`src/design/scq_pkg.sv`:
```
// Package for the simplex collapse quadrature map: number format, payload
// structs, single-point constants and the Jacobian numerator helpers.
// No dependencies.
package scq_pkg;

  localparam int FRAC_BITS = 16;
  localparam int FW = FRAC_BITS + 1;   // field width, Q1.FRAC_BITS
  localparam int NW = FRAC_BITS + 3;   // Jacobian numerator width (scale ONE)
  localparam int HW = FRAC_BITS + 2;   // half numerator width inside the divider

  localparam logic [FW-1:0] ONE = FW'(1) << FRAC_BITS;
  localparam logic [FW:0] TWO_ONE = (FW + 1)'(1) << (FRAC_BITS + 1);
  localparam logic [NW-1:0] SIX_ONE = NW'(6) << FRAC_BITS;

  localparam logic [FW-1:0] ONE_THIRD = FW'(ONE / 3);
  localparam logic [FW-1:0] ONE_HALF = FW'(ONE / 2);
  localparam logic [FW-1:0] ONE_QUARTER = FW'(ONE / 4);
  localparam logic [FW-1:0] ONE_SIXTH = FW'(ONE / 6);

  localparam logic MODE_TRI = 1'b0;
  localparam logic MODE_TET = 1'b1;

  typedef struct packed {
    logic shape_mode;
    logic single_point;
    logic [FW-1:0] cube_x;
    logic [FW-1:0] cube_y;
    logic [FW-1:0] cube_z;
    logic [FW-1:0] cube_weight;
  } scq_in_t;

  typedef struct packed {
    logic [FW-1:0] node_x;
    logic [FW-1:0] node_y;
    logic [FW-1:0] node_z;
    logic [FW-1:0] node_weight;
  } scq_out_t;

  // per-item values that ride along the pipeline
  typedef struct packed {
    logic tet;
    logic single;
    logic [FW-1:0] x;
    logic [FW-1:0] y;
    logic [FW-1:0] z;
    logic [FW-1:0] w;
    logic [FW-1:0] tri_x;
    logic [FW-1:0] tri_y;
    logic [FW-1:0] tri_w;
  } scq_ctx_t;

  function automatic logic [FW-1:0] clamp_one(logic [FW-1:0] v);
    return (v > ONE) ? ONE : v;
  endfunction

  // (6*ONE^2 - 3(a+b)ONE + 2ab) / ONE, exact floor; always positive
  function automatic logic [NW-1:0] diag_num(logic [FW-1:0] a, logic [FW-1:0] b,
                                             logic [2*FW-1:0] p);
    logic [NW-1:0] hi;
    hi = NW'(p >> (FRAC_BITS - 1));
    return SIX_ONE + hi - NW'(3) * (NW'(a) + NW'(b));
  endfunction

  // magnitude of (2st - 3s*ONE) / ONE, floored; the entry itself is <= 0
  function automatic logic [NW-1:0] off_num(logic [FW-1:0] s, logic [2*FW-1:0] p);
    logic [NW-1:0] hi;
    hi = NW'(p >> (FRAC_BITS - 1)) + NW'(|p[FRAC_BITS-2:0]);
    return NW'(3) * NW'(s) - hi;
  endfunction

endpackage

```
`src/design/scq_div6.sv`:
```
// Two-stage divide by six for one Jacobian entry: reciprocal multiply,
// then a single compare-and-correct. Depends on scq_pkg.
module scq_div6 import scq_pkg::*; (
  input  logic          clk,
  input  logic          en,
  input  logic [NW-1:0] num,
  output logic [FW-1:0] quo
);

  localparam logic [HW-1:0] RECIP = HW'(((HW + 1)'(1) << HW) / 3);

  logic [HW-1:0]   half;
  logic [2*HW-1:0] prod;
  logic [HW-1:0]   half_r;
  logic [FW-1:0]   est_r;
  logic [HW-1:0]   rem;
  logic [FW-1:0]   quo_nxt;
  logic [FW-1:0]   quo_r;

  // floor(n/6) = floor(floor(n/2)/3)
  assign half = num[NW-1:1];
  assign prod = (2*HW)'(half) * (2*HW)'(RECIP);

  // estimate is exact or one low
  assign rem = half_r - HW'(3) * HW'(est_r);
  assign quo_nxt = est_r + FW'(rem >= HW'(3));

  always_ff @(posedge clk) begin
    if (en) begin
      half_r <= half;
      est_r  <= prod[HW +: FW];
      quo_r  <= quo_nxt;
    end
  end

  assign quo = quo_r;

endmodule

```
`config.mk`:
```
export PLATFORM = sky130hd
export DESIGN_NAME = scq_div6
export DESIGN_NICKNAME = d
export VERILOG_FILES = /design/src/design/scq_pkg.sv /design/src/design/scq_div6.sv
export SDC_FILE = /design/constraint.sdc
export NUM_CORES = 1
export LEC_CHECK = 0
export BUFFER_PORTS_ARGS = -buffer_cell sky130_fd_sc_hd__buf_2
export CAP_MARGIN = 20
export CORE_ASPECT_RATIO = 1.4
export CORE_MARGIN = 2
export CORE_UTILIZATION = 40
export DETAILED_ROUTE_END_ITERATION = 10
export SLEW_MARGIN = 20
export SYNTH_ARGS = -nofsm -noshare
export SYNTH_HDL_FRONTEND = slang
export SYNTH_SLANG_ARGS = --single-unit
```
`constraint.sdc`:
```
create_clock -name clk -period 5.16 [get_ports clk]
set_input_delay 0.258 -clock clk [delete_from_list [all_inputs] [get_ports clk]]
set_output_delay 0.258 -clock clk [all_outputs]
set_load 0.03 [all_outputs]
```
==> summary.txt <==
Crit Reg-Reg Startpoint: est_r[7]
P&R area growth vs syn: 20.7%
Req. time, crit path: 5.21 ns
Post-synth EDFFs: 52
Initial antenna violation count: 0
Final core area utilization: 0.490
Synth cell types: 44
Final setup violation count: 1
Drt pass-1 iters: 4
RSZ-0062 raised after global routing: yes
Clock skew: 0.00864 ns
First-pass GRT wire length: 30500 um
DIE AREA: 0.0219 mm^2
Share of cells above drive strength 1: 0.199
Clock Latency Late Sink: 0.30 ns
Critical path endpoint category: flop
Syn_nets: 1101
Ys async rst share: 0
Hold worst-path end: half_r[15]
Max-Cap Viols: 0
Largest net degree at the start of global routing: 53
Routed vias/inst: 4.81
# IOs: 38
CTS tree: built
Final Max Slew Viols: 0
R2r setup slk: 0.36 ns
Final Wtd Congestion: 0.913
Total GRT Usage: 0.180
Synthesized area per cell: 10.5 um^2
H-tree Lvls: 2
CTS buffer count: 5
Post-synthesis sequential area ratio: 0.189
Post-synthesis xor/xnor area fraction: 0.0444
Hpwl dp: 17200 um
Setup crit start: num[10]
Root buffer cell: clkbuf_16
Final Hold Fails: 0
Fin crit period: 5.20 ns
DR iter-0 viols: 277
Kind of critical path: input pin to flop
Clk slew on worst S/H paths: 0.07 ns
Slew HR: 0.592
Hold Crit Class: input pin to flop
Failing checks: negative setup slack
Final antenna-violating net count: 0
Die W: 126 um
DRC violations left: 0
Gr ovfl total: 0
Largest family of logic cells by synthesized area: adder cells
Setup TNS Final: -0.0372 ns
Final #Nets: 1224
Fillers: 1853
Synth warn: 0
Core Area: 0.0204 mm^2
Worst Setup Start Kind: input pin
Worst slew pin tran: 0.613 ns
Routed vias: 5627
Post-synthesis mux area share: 0
Cell Rows: 62
Chip height: 174 um
Max Fclk: 0.192 GHz
Reg2reg path depth: 18
Routed WL: 18900 um
Hold Startpoint: num[16]
Register bit total from synthesis: 52
Simple-Gate Fraction of Synth Area: 0.0527
Clock Sink Count: 52
Maximum root-to-sink buffer count: 2
Final Worst Setup Slack: -0.0372 ns
Most used DFF post-synth: edfxtp_1
Fin crit share: 1.01
Synth Instances: 791
Area share of fa/ha/maj cells after synthesis: 0.536
DR WL/cell: 16.2 um
Reg2reg end: quo[16]
Post-synthesis compound-gate area fraction: 0.0704
IO buf count: 36
CP arrival: 5.25 ns
Number of global-route vias before repair: 6187
Status: finished with violations
Crit path max fanout: 4
ANT cells: 0
Hold Path Cell Cnt: 2
Mapped Area: 0.00828 mm^2
Initial core utilization: 0.406
through the flow:
| step | instance area (um^2) | instances | setup WS, ns | hold slack (ns) |
|---|---|---|---|---|
| after global placement | 9660 | 1158 | -0.369 | 0.611 |
| after CTS | 9820 | 1166 | -0.0777 | 0.322 |
| final | 10000 | 1171 | -0.0372 | 0.330 |
| after global routing | 10000 | 1171 | -0.209 | 0.331 |
| after floorplan | 8570 | 791 | 0.00711 | 0.357 |
| after detailed placement | 9660 | 1158 | -0.421 | 0.610 |
cell usage after synthesis (5+ instances only):
cell        n  area (um^2)
nand2b_1    6         37.5
inv_1     239          897
nand2_1    17         63.8
nor2b_1     5         31.3
a31oi_1     9         56.3
ha_1      180         2250
nor3_1      5         25.0
nand3_1     6         30.0
a21oi_1    21          105
a21o_1     13         97.6
nand4_1     5         31.3
xnor2_1    28          245
edfxtp_1   52         1560
o21ai_0    15         75.1
nor2_1     11         41.3
fa_1      109         2180
xor2_1     14          123
and3_1      9         56.3
flip-flops by register name, summed over array words and instances, names as in the netlist:
register,count
est_r,17
half_r,18
quo,17
logic make-up (layout without fill, tap and decap cells):
family,after synthesis,count (layout)
fa+ha+maj,289,289
buf+inv,239,363
compound gates,88,88
simple gates,81,81
flops,52,52
xor+xnor,42,42
layout by cell type, fill, tap and decap left out, types with 6 or more instances in the layout:
| cell | count |
|---|---|
| buf_2 | 31 |
| inv_1 | 233 |
| nand2_1 | 17 |
| edfxtp_1 | 52 |
| a21o_1 | 13 |
| ha_4 | 23 |
| inv_2 | 6 |
| xor2_1 | 13 |
| and3_1 | 8 |
| nor2_1 | 11 |
| a21oi_1 | 17 |
| nand2b_1 | 6 |
| a31oi_1 | 8 |
| ha_1 | 152 |
| fa_1 | 104 |
| buf_4 | 77 |
| nand3_1 | 6 |
| o21ai_0 | 13 |
| xnor2_1 | 28 |
critical path: stages:
cell     delay [ns]
buf_8          0.11
buf_12         0.12
ha_4           0.27
ha_4           0.20
fa_1           0.47
inv_1          0.05
fa_1           0.49
inv_2          0.04
fa_1           0.49
inv_2          0.04
fa_1           0.49
inv_2          0.04
ha_4           0.21
a21o_1         0.17
a221o_1        0.31
o21ai_2        0.18
a31oi_4        0.12
o31a_1         0.29
and3_4         0.19
o21a_1         0.20
and4_1         0.15
or3_1          0.34
metal layers:
| layer | up-vias | global-route usage | share of wire |
|---|---|---|---|
| met2 | 78 | 0.353 | 0.54 |
| met3 | 46 | 0.00862 | 0.015 |
| met4 | 0 | 0.0852 | 0.048 |
| met1 | 2723 | 0.195 | 0.39 |
| met5 | - | 0 | 0 |
| li1 | 2780 | - | - |
worst max-delay path by stage:
stage | end | slack, ns
4_1_cts | est_r[16] | -0.08
6_report | est_r[16] | -0.04
3_3_place_gp | est_r[11] | -0.37
2_1_floorplan | est_r[16] | 0.007
5_1_grt | est_r[16] | -0.21
3_5_place_dp | est_r[16] | -0.42
cell type report:
type / instances / area (um^2) / area share
clock buffers: 5 / 125 / 0.0125
clock inverters: 3 / 27.5 / 0.00275
inverters: 239 / 897 / 0.0897
multi-input cells: 500 / 6230 / 0.623
flip-flops and latches: 52 / 1560 / 0.156
well taps: 256 / 320 / 0.0320
repair buffers: 116 / 833 / 0.0834
timing repair:
item | 4_1_cts | 5_1_grt
gates resized for setup | 4 | 30
hold buffers | 0 | 0
setup buffers | 0 | 5
setup endpoints to repair | 6 | 11
pin swaps | 1 | 12
Power is left out: the tool's default activity adds up to more than one toggle a clock period on the data nets, which glitch-free logic cannot reach.
